## src/hw/rtl/kmcd_pkg.sv

```systemverilog
// Shared constants for the key matrix change detector.
// Used by the channel interfaces, the merge stage, the top level and the checker.
package kmcd_pkg;

  localparam int unsigned SNAP_W      = 64;  // snapshot beat width
  localparam int unsigned ROW_STRIDE  = 8;   // snapshot bits per column
  localparam int unsigned KEY_W       = 6;   // key number width
  localparam int unsigned CFG_W       = 4;   // widest configuration register
  localparam int unsigned CFG_IDX_W   = 1;   // configuration index width
  localparam int unsigned MAX_ROWS    = 8;
  localparam int unsigned MAX_COLUMNS = 8;

  // configuration register indexes
  localparam logic [CFG_IDX_W-1:0] CFG_ROW_COUNT    = 1'd0;
  localparam logic [CFG_IDX_W-1:0] CFG_COLUMN_COUNT = 1'd1;

  localparam logic [CFG_W-1:0] ROW_COUNT_RST    = 4'd8;
  localparam logic [CFG_W-1:0] COLUMN_COUNT_RST = 4'd8;

endpackage

```

## src/hw/rtl/kmcd_snap_if.sv

```systemverilog
// Snapshot channel: valid/ready handshake carrying one matrix snapshot.
// Depends on kmcd_pkg for the beat width.
interface kmcd_snap_if;
  logic                        valid;
  logic                        ready;
  logic [kmcd_pkg::SNAP_W-1:0] matrix_snapshot;

  modport source (output valid, output matrix_snapshot, input ready);
  modport sink   (input valid, input matrix_snapshot, output ready);
endinterface

```

## src/hw/rtl/kmcd_event_if.sv

```systemverilog
// Event channel: valid/ready handshake carrying one key press or release event.
// Depends on kmcd_pkg for the key number width.
interface kmcd_event_if;
  logic                       valid;
  logic                       ready;
  logic                       pressed;
  logic [kmcd_pkg::KEY_W-1:0] key_number;
  logic                       last_event;

  modport source (output valid, output pressed, output key_number, output last_event,
                  input ready);
  modport sink   (input valid, input pressed, input key_number, input last_event,
                  output ready);
endinterface

```

## src/hw/rtl/kmcd_lane.sv

```systemverilog
// One column lane: holds the column's previous row bits and finds changed keys.
// Depends on kmcd_pkg only through the parameter defaults of the top level.
module kmcd_lane #(
  parameter int unsigned MAX_ROWS = 8
) (
  input  logic                clk_i,
  input  logic                rst_ni,
  input  logic                commit_i,   // snapshot changed the combined word
  input  logic                in_use_i,   // column is within column_count
  input  logic [MAX_ROWS-1:0] mask_i,     // rows in use
  input  logic [MAX_ROWS-1:0] col_bits_i, // this column's snapshot rows
  output logic [MAX_ROWS-1:0] diff_o,
  output logic [MAX_ROWS-1:0] level_o
);

  logic [MAX_ROWS-1:0] prev_q, prev_d;
  logic [MAX_ROWS-1:0] now;

  assign now     = col_bits_i & mask_i;
  assign diff_o  = (now ^ prev_q) & mask_i & {MAX_ROWS{in_use_i}};
  assign level_o = now;

  always_comb begin
    prev_d = prev_q;
    // unused rows stay at the released level
    if (commit_i && in_use_i) begin
      prev_d = now | ~mask_i;
    end
  end

  always_ff @(posedge clk_i or negedge rst_ni) begin
    if (!rst_ni) begin
      prev_q <= '1;
    end else begin
      prev_q <= prev_d;
    end
  end

endmodule

```

## src/hw/rtl/kmcd_merge.sv

```systemverilog
// Merge stage: gathers changed lane keys; one event per cycle unless stalled.
// Depends on kmcd_pkg and kmcd_event_if.
module kmcd_merge #(
  parameter int unsigned MAX_ROWS    = 8,
  parameter int unsigned MAX_COLUMNS = 8
) (
  input  logic                                    clk_i,
  input  logic                                    rst_ni,
  input  logic                                    load_i,
  input  logic [MAX_COLUMNS-1:0][MAX_ROWS-1:0]    diff_i,
  input  logic [MAX_COLUMNS-1:0][MAX_ROWS-1:0]    level_i,
  input  logic [kmcd_pkg::CFG_W-1:0]              rows_i,
  output logic                                    busy_o,
  kmcd_event_if.source                            evt_o
);

  localparam int unsigned CW = (MAX_COLUMNS > 1) ? $clog2(MAX_COLUMNS) : 1;
  localparam int unsigned RW = (MAX_ROWS > 1) ? $clog2(MAX_ROWS) : 1;

  logic [MAX_COLUMNS-1:0][MAX_ROWS-1:0] pend_q, pend_d;
  logic [MAX_COLUMNS-1:0][MAX_ROWS-1:0] level_q;
  logic                                 out_valid_q, out_valid_d;
  logic                                 pressed_q;
  logic [kmcd_pkg::KEY_W-1:0]           key_q;
  logic                                 last_q;

  logic                                 has_pend;
  logic                                 advance;
  logic [CW-1:0]                        col_sel;
  logic [RW-1:0]                        row_sel;
  logic [MAX_COLUMNS-1:0][MAX_ROWS-1:0] pend_left;
  logic [kmcd_pkg::KEY_W-1:0]           key_d;

  assign has_pend = |pend_q;
  assign busy_o   = has_pend;
  assign advance  = has_pend && (!out_valid_q || evt_o.ready);

  // lowest column with a pending key, then lowest row in it
  always_comb begin
    col_sel = '0;
    for (int c = MAX_COLUMNS - 1; c >= 0; c--) begin
      if (|pend_q[c]) col_sel = CW'(c);
    end
  end

  always_comb begin
    row_sel = '0;
    for (int r = MAX_ROWS - 1; r >= 0; r--) begin
      if (pend_q[col_sel][r]) row_sel = RW'(r);
    end
  end

  always_comb begin
    pend_left                   = pend_q;
    pend_left[col_sel][row_sel] = 1'b0;
  end

  assign key_d = kmcd_pkg::KEY_W'(kmcd_pkg::KEY_W'(col_sel) * kmcd_pkg::KEY_W'(rows_i))
               + kmcd_pkg::KEY_W'(row_sel);

  always_comb begin
    pend_d      = pend_q;
    out_valid_d = out_valid_q;
    if (load_i) begin
      pend_d = diff_i;
    end else if (advance) begin
      pend_d = pend_left;
    end
    if (advance) begin
      out_valid_d = 1'b1;
    end else if (evt_o.ready) begin
      out_valid_d = 1'b0;
    end
  end

  always_ff @(posedge clk_i or negedge rst_ni) begin
    if (!rst_ni) begin
      pend_q      <= '0;
      out_valid_q <= 1'b0;
    end else begin
      pend_q      <= pend_d;
      out_valid_q <= out_valid_d;
    end
  end

  always_ff @(posedge clk_i) begin
    if (load_i) begin
      level_q <= level_i;
    end
    if (advance) begin
      pressed_q <= !level_q[col_sel][row_sel];
      key_q     <= key_d;
      last_q    <= (pend_left == '0);
    end
  end

  assign evt_o.valid      = out_valid_q;
  assign evt_o.pressed    = pressed_q;
  assign evt_o.key_number = key_q;
  assign evt_o.last_event = last_q;

endmodule

```

## src/hw/rtl/key_matrix_change_detector_core.sv

```systemverilog
// Channel   Dir  Handshake        Payload
// snap_i    in   valid/ready      matrix_snapshot[63:0]
// evt_o     out  valid/ready      pressed, key_number[5:0], last_event
// cfg       in   cfg_we_i         cfg_index_i, cfg_wdata_i[3:0]
//
// A snapshot is taken whenever no events are pending; its events leave one per
// cycle while the receiver is ready (up to 64 per snapshot) through the merge
// stage's single event register, and a snapshot that changes nothing makes no
// events. A new snapshot is taken once the last event of the previous one sits
// in the output register. Reset restores all keys released and both counts to 8;
// a stalled event holds the output register.
module key_matrix_change_detector_core #(
  parameter int unsigned MAX_ROWS    = kmcd_pkg::MAX_ROWS,
  parameter int unsigned MAX_COLUMNS = kmcd_pkg::MAX_COLUMNS
) (
  input  logic                           clk_i,
  input  logic                           rst_ni,
  input  logic                           cfg_we_i,
  input  logic [kmcd_pkg::CFG_IDX_W-1:0] cfg_index_i,
  input  logic [kmcd_pkg::CFG_W-1:0]     cfg_wdata_i,
  kmcd_snap_if.sink                      snap_i,
  kmcd_event_if.source                   evt_o
);

  logic [kmcd_pkg::CFG_W-1:0]           row_count_q, column_count_q;
  logic [kmcd_pkg::CFG_W-1:0]           rows_eff, cols_eff;
  logic [MAX_ROWS-1:0]                  mask;
  logic [MAX_ROWS-1:0]                  combined;
  logic [MAX_ROWS-1:0]                  combined_q, combined_d;
  logic                                 accept, commit, busy;
  logic [MAX_COLUMNS-1:0][MAX_ROWS-1:0] lane_diff, lane_level;

  // out-of-range counts clamp to 1..max
  always_comb begin
    rows_eff = row_count_q;
    if (row_count_q == '0) begin
      rows_eff = kmcd_pkg::CFG_W'(1);
    end else if (row_count_q > kmcd_pkg::CFG_W'(MAX_ROWS)) begin
      rows_eff = kmcd_pkg::CFG_W'(MAX_ROWS);
    end
    cols_eff = column_count_q;
    if (column_count_q == '0) begin
      cols_eff = kmcd_pkg::CFG_W'(1);
    end else if (column_count_q > kmcd_pkg::CFG_W'(MAX_COLUMNS)) begin
      cols_eff = kmcd_pkg::CFG_W'(MAX_COLUMNS);
    end
  end

  always_comb begin
    for (int r = 0; r < MAX_ROWS; r++) begin
      mask[r] = (kmcd_pkg::CFG_W'(r) < rows_eff);
    end
  end

  always_comb begin
    combined = mask;
    for (int c = 0; c < MAX_COLUMNS; c++) begin
      if (kmcd_pkg::CFG_W'(c) < cols_eff) begin
        combined = combined & snap_i.matrix_snapshot[c*kmcd_pkg::ROW_STRIDE +: MAX_ROWS];
      end
    end
  end

  assign snap_i.ready = !busy;
  assign accept       = snap_i.valid && snap_i.ready;
  assign commit       = accept && (combined != (combined_q & mask));
  assign combined_d   = commit ? (combined | ~mask) : combined_q;

  always_ff @(posedge clk_i or negedge rst_ni) begin
    if (!rst_ni) begin
      row_count_q    <= kmcd_pkg::ROW_COUNT_RST;
      column_count_q <= kmcd_pkg::COLUMN_COUNT_RST;
      combined_q     <= '1;
    end else begin
      combined_q <= combined_d;
      if (cfg_we_i) begin
        case (cfg_index_i)
          kmcd_pkg::CFG_ROW_COUNT:    row_count_q    <= cfg_wdata_i;
          kmcd_pkg::CFG_COLUMN_COUNT: column_count_q <= cfg_wdata_i;
          default: ;
        endcase
      end
    end
  end

  for (genvar c = 0; c < MAX_COLUMNS; c++) begin : g_lane
    kmcd_lane #(
      .MAX_ROWS (MAX_ROWS)
    ) u_lane (
      .clk_i      (clk_i),
      .rst_ni     (rst_ni),
      .commit_i   (commit),
      .in_use_i   (kmcd_pkg::CFG_W'(c) < cols_eff),
      .mask_i     (mask),
      .col_bits_i (snap_i.matrix_snapshot[c*kmcd_pkg::ROW_STRIDE +: MAX_ROWS]),
      .diff_o     (lane_diff[c]),
      .level_o    (lane_level[c])
    );
  end

  kmcd_merge #(
    .MAX_ROWS    (MAX_ROWS),
    .MAX_COLUMNS (MAX_COLUMNS)
  ) u_merge (
    .clk_i   (clk_i),
    .rst_ni  (rst_ni),
    .load_i  (commit),
    .diff_i  (lane_diff),
    .level_i (lane_level),
    .rows_i  (rows_eff),
    .busy_o  (busy),
    .evt_o   (evt_o)
  );

endmodule

```

## src/flat_wrapper.sv

```systemverilog
// flat-port wrapper written by rule: the top's interface ports become plain ports
module key_matrix_change_detector_core_flat 
#(
  parameter int unsigned MAX_ROWS    = kmcd_pkg::MAX_ROWS,
  parameter int unsigned MAX_COLUMNS = kmcd_pkg::MAX_COLUMNS
)
  (clk_i, rst_ni, cfg_we_i, cfg_index_i, cfg_wdata_i, snap_i_valid, snap_i_matrix_snapshot, snap_i_ready, evt_o_valid, evt_o_pressed, evt_o_key_number, evt_o_last_event, evt_o_ready);
  kmcd_snap_if snap_i_i ();
  kmcd_event_if evt_o_i ();
  input  logic clk_i;
  input  logic rst_ni;
  input  logic cfg_we_i;
  input  logic [kmcd_pkg::CFG_IDX_W-1:0] cfg_index_i;
  input  logic [kmcd_pkg::CFG_W-1:0] cfg_wdata_i;
  input wire logic [$bits(snap_i_i.valid)-1:0] snap_i_valid;
  input wire logic [$bits(snap_i_i.matrix_snapshot)-1:0] snap_i_matrix_snapshot;
  output wire logic [$bits(snap_i_i.ready)-1:0] snap_i_ready;
  output wire logic [$bits(evt_o_i.valid)-1:0] evt_o_valid;
  output wire logic [$bits(evt_o_i.pressed)-1:0] evt_o_pressed;
  output wire logic [$bits(evt_o_i.key_number)-1:0] evt_o_key_number;
  output wire logic [$bits(evt_o_i.last_event)-1:0] evt_o_last_event;
  input wire logic [$bits(evt_o_i.ready)-1:0] evt_o_ready;
  assign snap_i_i.valid = snap_i_valid;
  assign snap_i_i.matrix_snapshot = snap_i_matrix_snapshot;
  assign snap_i_ready = snap_i_i.ready;
  assign evt_o_valid = evt_o_i.valid;
  assign evt_o_pressed = evt_o_i.pressed;
  assign evt_o_key_number = evt_o_i.key_number;
  assign evt_o_last_event = evt_o_i.last_event;
  assign evt_o_i.ready = evt_o_ready;
  key_matrix_change_detector_core #(.MAX_ROWS(MAX_ROWS), .MAX_COLUMNS(MAX_COLUMNS)) u_core (.clk_i(clk_i), .rst_ni(rst_ni), .cfg_we_i(cfg_we_i), .cfg_index_i(cfg_index_i), .cfg_wdata_i(cfg_wdata_i), .snap_i(snap_i_i), .evt_o(evt_o_i));
endmodule
```

## config.mk

```make
export PLATFORM = sky130hd
export DESIGN_NAME = key_matrix_change_detector_core_flat
export DESIGN_NICKNAME = d
export VERILOG_FILES = /design/src/hw/rtl/kmcd_pkg.sv /design/src/hw/rtl/kmcd_snap_if.sv /design/src/hw/rtl/kmcd_event_if.sv /design/src/hw/rtl/kmcd_lane.sv /design/src/hw/rtl/kmcd_merge.sv /design/src/hw/rtl/key_matrix_change_detector_core.sv /design/src/flat_wrapper.sv
export SDC_FILE = /design/constraint.sdc
export NUM_CORES = 1
export LEC_CHECK = 0
export ABC_AREA = 1
export BUFFER_PORTS_ARGS = -buffer_cell sky130_fd_sc_hd__buf_2
export CORE_UTILIZATION = 30
export CTS_BUF_LIST = sky130_fd_sc_hd__clkbuf_4 sky130_fd_sc_hd__clkbuf_8
export CTS_CLUSTER_DIAMETER = 100
export DETAILED_ROUTE_END_ITERATION = 10
export PLACE_DENSITY = 0.57
export REMOVE_ABC_BUFFERS = 1
export SYNTH_ARGS = -nofsm -noshare
export SYNTH_HDL_FRONTEND = slang
export SYNTH_SLANG_ARGS = --single-unit
```

## constraint.sdc

```tcl
create_clock -name clk_i -period 4.2 [get_ports clk_i]
set_input_delay 0.42 -clock clk_i [delete_from_list [all_inputs] [get_ports clk_i]]
set_output_delay 0.42 -clock clk_i [all_outputs]
set_load 0.03 [all_outputs]
```

# Word-level counts from Yosys, hierarchy flattened
# Index checks and enable logic that the tools add are counted.
# totals
reg_bits	217
latchBits	0
ramBits	0
rom_bits	0
input_bits	74
output_inout_bits	10
n_memories	0
# op_classes
n_addsub	1
mul	1
div_mod_pow	0
n_lt_le_gt_ge	22
eq_ne	1
shifts	0
n_mux	42
n_bitwise	53
reduce_logical	33
# ops
operator	n
$and 8x8->8	32
$mux 64	2
$mux 8	11
$or 8x8->8	9
$and 64x64->64	1
$logic_not 64->1	1
$not 64->64	1
$reduce_or 64->1	1
$reduce_or 8->1	8
$xor 8x8->8	8
$bmux 8 s3	2
$mux 3	16
$lt 3x4->1 const A	8
$demux 8 s3	1
$lt 1x4->1 const A	4
$lt 2x4->1 const A	4
$mux 4	4
$logic_and 1x1->1	13
$gt 4x4->1 const B	2
$logic_not 4->1	2
$lt 3x4->1 const B	2
$ne 8x8->1	1
$not 8->8	1
$add 6x3->6	1
10 further kinds	18

# Logic depth before layout (Yosys ltp)
# depth
ltp_word	29
depth_mapped	35
mapped_depth_nobuf	32

# Hierarchy
# Synthesis repeated with hierarchy kept, for this count alone.
# unflattened
hier_cells	2188
hier_area_um2	14831.7
# by_module_without_submodules
module	instances	cells_per_inst	area_each_um2	seq_area_each_um2
kmcd_merge	1	965	8010.2	3788.6
kmcd_lane	8	115	643.1	210.2
key_matrix_change_detector_core	1	303	1676.6	412.9

# Worst setup path before layout
# OpenSTA, ideal clock, no wires.
# synth_path
path_kind	reg-to-reg
from	register u_core.u_merge.pend_q[55] (netlist name)
to	register u_core.u_merge.key_q (netlist bit u_core.u_merge.evt_o.key_number[5]) (data pin)
setup_time_ps	254
t_arrival_ps	3541
required_ps	3946
path_slack_ps	405
stages_incl_launch_ff	30
n_path_buf	3
cell_sequence	dfrtp_1 -> nor2_1 -> nand2_1 -> nor2_2 -> nand2_1 -> nand2_1 -> nand2_2 -> nand2_1 -> nand2_1 -> nor2_1 -> buf_2 -> nand2_1 -> nand2_1 -> nor2_1 -> nand2_2 -> inv_1 -> nand2_1 -> nand2_2 -> nand2_1 -> buf_4 -> buf_4 -> inv_2 -> ha_1 -> ha_1 -> fa_1 -> nand3_1 -> nand2_1 -> xor2_1 -> xor2_1 -> inv_1
# synth_between
elab_chain_len	19
# synth_rtl
element	line_no	source
start: declaration	kmcd_merge.sv:20	logic [MAX_COLUMNS-1:0][MAX_ROWS-1:0] pend_q, pend_d;
start signal: assignment	kmcd_merge.sv:81	pend_q <= pend_d;
$reduce_or 8->1	kmcd_merge.sv:42	if (|pend_q[c]) col_sel = CW'(c);
$mux 3 (7 in a row)	kmcd_merge.sv:42	
$bmux 8 s3	kmcd_merge.sv:49	if (pend_q[col_sel][r]) row_sel = RW'(r);
$mux 8 (not written as such)	kmcd_merge.sv:49	
$mux 3 (8 in a row)	kmcd_merge.sv:49	
$add 6x3->6 (*)	kmcd_merge.sv:59	+ kmcd_pkg::KEY_W'(row_sel);
via u_core.u_merge.key_d, one bit	kmcd_merge.sv:32	logic [kmcd_pkg::KEY_W-1:0] key_d;
end signal: assignment	kmcd_merge.sv:92	key_q <= key_d;
end: declaration	kmcd_merge.sv:24	logic [kmcd_pkg::KEY_W-1:0] key_q;
# Mark *: on every way through the listed nets, which the timed path passes. The rest lies on a longest branch. The select of a mux whose other input is x is not followed.
# A chain may end at the register's enable or synchronous reset.

# Final worst setup path
# layout_path
from	register u_core.u_merge.pend_q[51] (netlist name)
to	register u_core.u_merge.last_q, in the netlist u_core.u_merge.evt_o.last_event (data pin)
# layout_between
elab_chain_len	27
# layout_rtl
element	line_no	source
$reduce_or 8->1	kmcd_merge.sv:42	
$mux 3 (7 in a row)	kmcd_merge.sv:42	
$bmux 8 s3	kmcd_merge.sv:49	
$mux 8 (not written as such)	kmcd_merge.sv:49	
$mux 3 (8 in a row)	kmcd_merge.sv:49	
$lt 3x4->1 (not written as such) / $ge 3x1->1 (equally long branches)	kmcd_merge.sv:55	pend_left[col_sel][row_sel] = 1'b0;
$logic_and 1x1->1 (not written as such)	kmcd_merge.sv:55	
$mux 1 (not written as such)	kmcd_merge.sv:55	
$demux 1 s3	kmcd_merge.sv:55	
$mux 8 (not written as such)	kmcd_merge.sv:55	
$demux 8 s3	kmcd_merge.sv:55	
$not 64->64 (no source line)	-	
$and 64x64->64 (no source line) (*)	-	
$logic_not 64->1 (*)	kmcd_merge.sv:93	last_q <= (pend_left == '0);
end signal: assignment	kmcd_merge.sv:93	
end: declaration	kmcd_merge.sv:25	logic last_q;
# Mark *: on every way between the ends. The rest lies on a longest branch, timed or not. The select of a mux whose other input is x is not followed.

==> flow_summary.yaml <==
logic_synthesis:
  ys_ff_latch: 217
  synthFlopType: "dfstp_2"
  synthCells: 1615
  netlist_area_sq_mm: 0.0128
  ys_warn_count: 0
  async_flop_share: 0.668
  yosysSeqAreaShare: 0.461
  postSynthAreaPerCell_sq_um: 7.90
  synth.distinct_cells: 53
  synth_edf_count: 72
die:
  dieArea_sq_mm: 0.0433
  rows: 75
  num_io_pins: 84
  initial_core_util: 0.304
  coreArea_sq_mm: 0.0419
  die_w_microns: 208
  chipHeight_microns: 208
critical_path:
  critPathCaptureType: "register"
  worst_ep_required_time_ns: 4.58
  crit_path_start_kind: "register"
  criticalPathCategory: "register to register"
  crit_fanout: 18
  arrival_ns: 4.39
  rrSetupSlack_ns: 0.18
detailed_routing:
  drt-total-wl_microns: 50500
  first_pass_iters: 6
  antenna_left: 0
  drcViolationCount: 0
  vias_per_cell: 5.22
  drt-initial-drc-count: 1256
  vias: 12400
  wl_per_cell_microns: 21.2
power:
  power_density_mw_per_mm2: 418
  p_leak_nw: 7.06
  switching_share: 0.362
  irDropWorstVdd_uv: 281
  p_comb_frac: 0.283
  seqPwrFrac: 0.388
  p_int_w: 0.00416
  p_sw_w: 0.00236
  clockPowerShare: 0.328
timing:
  finalCritPeriodShare: 0.956
  fin_crit_ns: 4.02
  clock.fmax_mhz: 249
  finalHoldViolCount: 0
  clock_skew_ns: 0.0347
  setup_tns_ns: 0
  slew_headroom: 0.417
  setup_violations: 0
  holdWs_ns: 0.0473
  tightest_slew_ns: 0.874
  drv_slew: 0
final_layout:
  diodes: 0
  fin_cells: 2377
  drive_above_1_share: 0.244
  fill_cells: 4348
  design_area_sq_mm: 0.0156
  area_delta_synth_final_pct: 22.0
  layout.nets: 1894
grt:
  grt.total_usage: 0.231
  grt-ovfl-total: 0
  grt_max_degree: 93
  antenna_found_initial: 1
  grt_pass1_wl_microns: 74400
  grt_pass1_vias: 11600
clock_tree:
  clock-sinks: 217
  worstSkewPairLatency_ns: 0.59
  cts-root-buf: "clkbuf_8"
  cts.path.max_buffers: 3
  htreeDepth: 2
  cts_made_buffers: 40
  cts_tree: "done"
  clkSlewWorstSetupHoldPaths_ns: 0.06
placement:
  globalplace.congestion: 0.954
  io_buffers: 83
  postPlaceCellArea_sq_mm: 0.0144
  dp.cells: 2281
  dp_hpwl_microns: 38300
flow_run:
  cap_violations: 0
status:
  outcome: "complete, no violations"
hold_path:
  hold_class: "input pin to register"
-- area by class of cell --
class / instances / area (sq um) / share of cell area
Clock buffer: 62 / 766 / 0.0492
Clock inverter: 12 / 63.8 / 0.00410
Inverter: 185 / 696 / 0.0447
Multi-Input combinational cell: 1146 / 5980 / 0.384
Sequential cell: 217 / 5880 / 0.378
Tap cell: 539 / 674 / 0.0433
Timing Repair Buffer: 216 / 1500 / 0.0966
-- power by group through the flow --
stage	logic (W)	clock network (W)	registers, W
after floorplan	0.000905	0	0.00258
after global placement	0.00174	0	0.00255
after detailed placement	0.00175	0	0.00256
after CTS	0.00176	0.00218	0.00252
after global routing	0.00200	0.00227	0.00255
final	0.00185	0.00214	0.00253
-- sequential cells by signal (all words and copies together) (netlist names) --
signal	flops
u_core.u_merge.evt_o.last_event	1
u_core.column_count_q	4
u_core.row_count_q	4
u_core.u_merge.level_q	64
u_core.u_merge.evt_o.key_number	6
u_core.g_lane.u_lane.prev_q	64
u_core.u_merge.evt_o.valid	1
u_core.u_merge.evt_o.pressed	1
u_core.u_merge.pend_q	64
u_core.combined_q	8
-- synth_stat cells (19+ instances only) --
cell type | n | area [sq um]
a21oi_1 | 37 | 185
a31oi_1 | 56 | 350
buf_2 | 25 | 125
clkbuf_1 | 28 | 105
dfrtp_1 | 71 | 1780
dfstp_2 | 74 | 1940
edfxtp_1 | 72 | 2160
inv_1 | 165 | 619
nand2_1 | 368 | 1380
nand3_1 | 93 | 465
nand4_1 | 49 | 307
nor2_1 | 233 | 875
o21ai_0 | 101 | 505
o21ai_1 | 19 | 95.1
o22ai_1 | 33 | 206
xor2_1 | 42 | 368
-- cell usage in the layout, fill, tap and decap left out, types with 49 or more instances in the layout --
cell type	instances
buf_2	82
nand3_1	92
dfrtp_1	71
edfxtp_1	72
nor2_1	224
dfstp_2	74
o21ai_0	101
a31oi_1	56
nand4_1	49
buf_4	123
nand2_1	359
inv_1	162
-- path summary, 6_finish.rpt --
kind                                              startpoint                                 to  cells past startpoint
max reg2reg                        u_core.u_merge.pend_q[51]    u_core.u_merge.evt_o.last_event                     27
min                                              evt_o_ready         u_core.u_merge.evt_o.valid                      2
min in group asynchronous                             rst_ni           u_core.u_merge.pend_q[2]                      2
max in group asynchronous                             rst_ni          u_core.u_merge.pend_q[13]                      3
min reg2reg                u_core.g_lane[1].u_lane.prev_q[2]  u_core.g_lane[1].u_lane.prev_q[2]                      2
max                                u_core.u_merge.pend_q[51]    u_core.u_merge.evt_o.last_event                     27
-- timing repair --
action | 4_1_cts | 5_1_grt
setup buffers | 0 | 19
gates resized for setup | 2 | 41
endpoints found under the setup margin | 11 | 13
hold buffers | 1 | 0
pin swaps | 0 | 26
hold endpoints to repair | 45 | 0
gates cloned | 0 | 2
-- metal layers --
layer	up-vias	share of wire	GRT usage	wire [microns]
li1	5768	-	-	-
met1	5978	0.42	0.311	21200
met5	-	0.00024	0	12
met3	100	0.084	0.0477	4230
met2	556	0.46	0.370	23400
met4	2	0.033	0.0761	1650
-- critical path: stages (launching register included) --
cell and delay, ns:
dfrtp_1 0.37, nor2_1 0.11, nand2_1 0.10, nor2_4 0.16, buf_4 0.12, nand2_1 0.07
nand2_4 0.11, nand2_2 0.10, a21oi_4 0.21, nand3_4 0.15, buf_4 0.17, nor2_2 0.10
nor2_1 0.05, nand2_1 0.09, nor2_2 0.06, nor2_4 0.13, nand2_2 0.08, nand2_4 0.11
nand2_4 0.08, nor2_8 0.35, nand4_1 0.15, nand2_1 0.11, nand2_1 0.08, nor2_1 0.23
nand2_1 0.09, nor2_1 0.16, nand2_1 0.06, nor2_1 0.21
-- per-stage QoR --
step / util / total power [W] / setup WS (ns)
after floorplan: - / 0.00349 / -0.669
after global placement: 0.343 / 0.00430 / -0.136
after detailed placement: 0.343 / 0.00431 / -0.120
after CTS: 0.363 / 0.00647 / 0.00934
after global routing: 0.371 / 0.00681 / -0.0296
final: 0.371 / 0.00651 / 0.184
-- kinds of logic after synthesis --
kind of cell / after synthesis / synth area share
adders and majority gates: 14 / 0.0161
DFF: 217 / 0.461
and+or+nand+nor: 799 / 0.275
AOI/OAI and AO/OA: 280 / 0.129
xor gates and xnor gates: 51 / 0.0350
buffers and inverters: 254 / 0.0837
(Power assumes the default switching activity.)
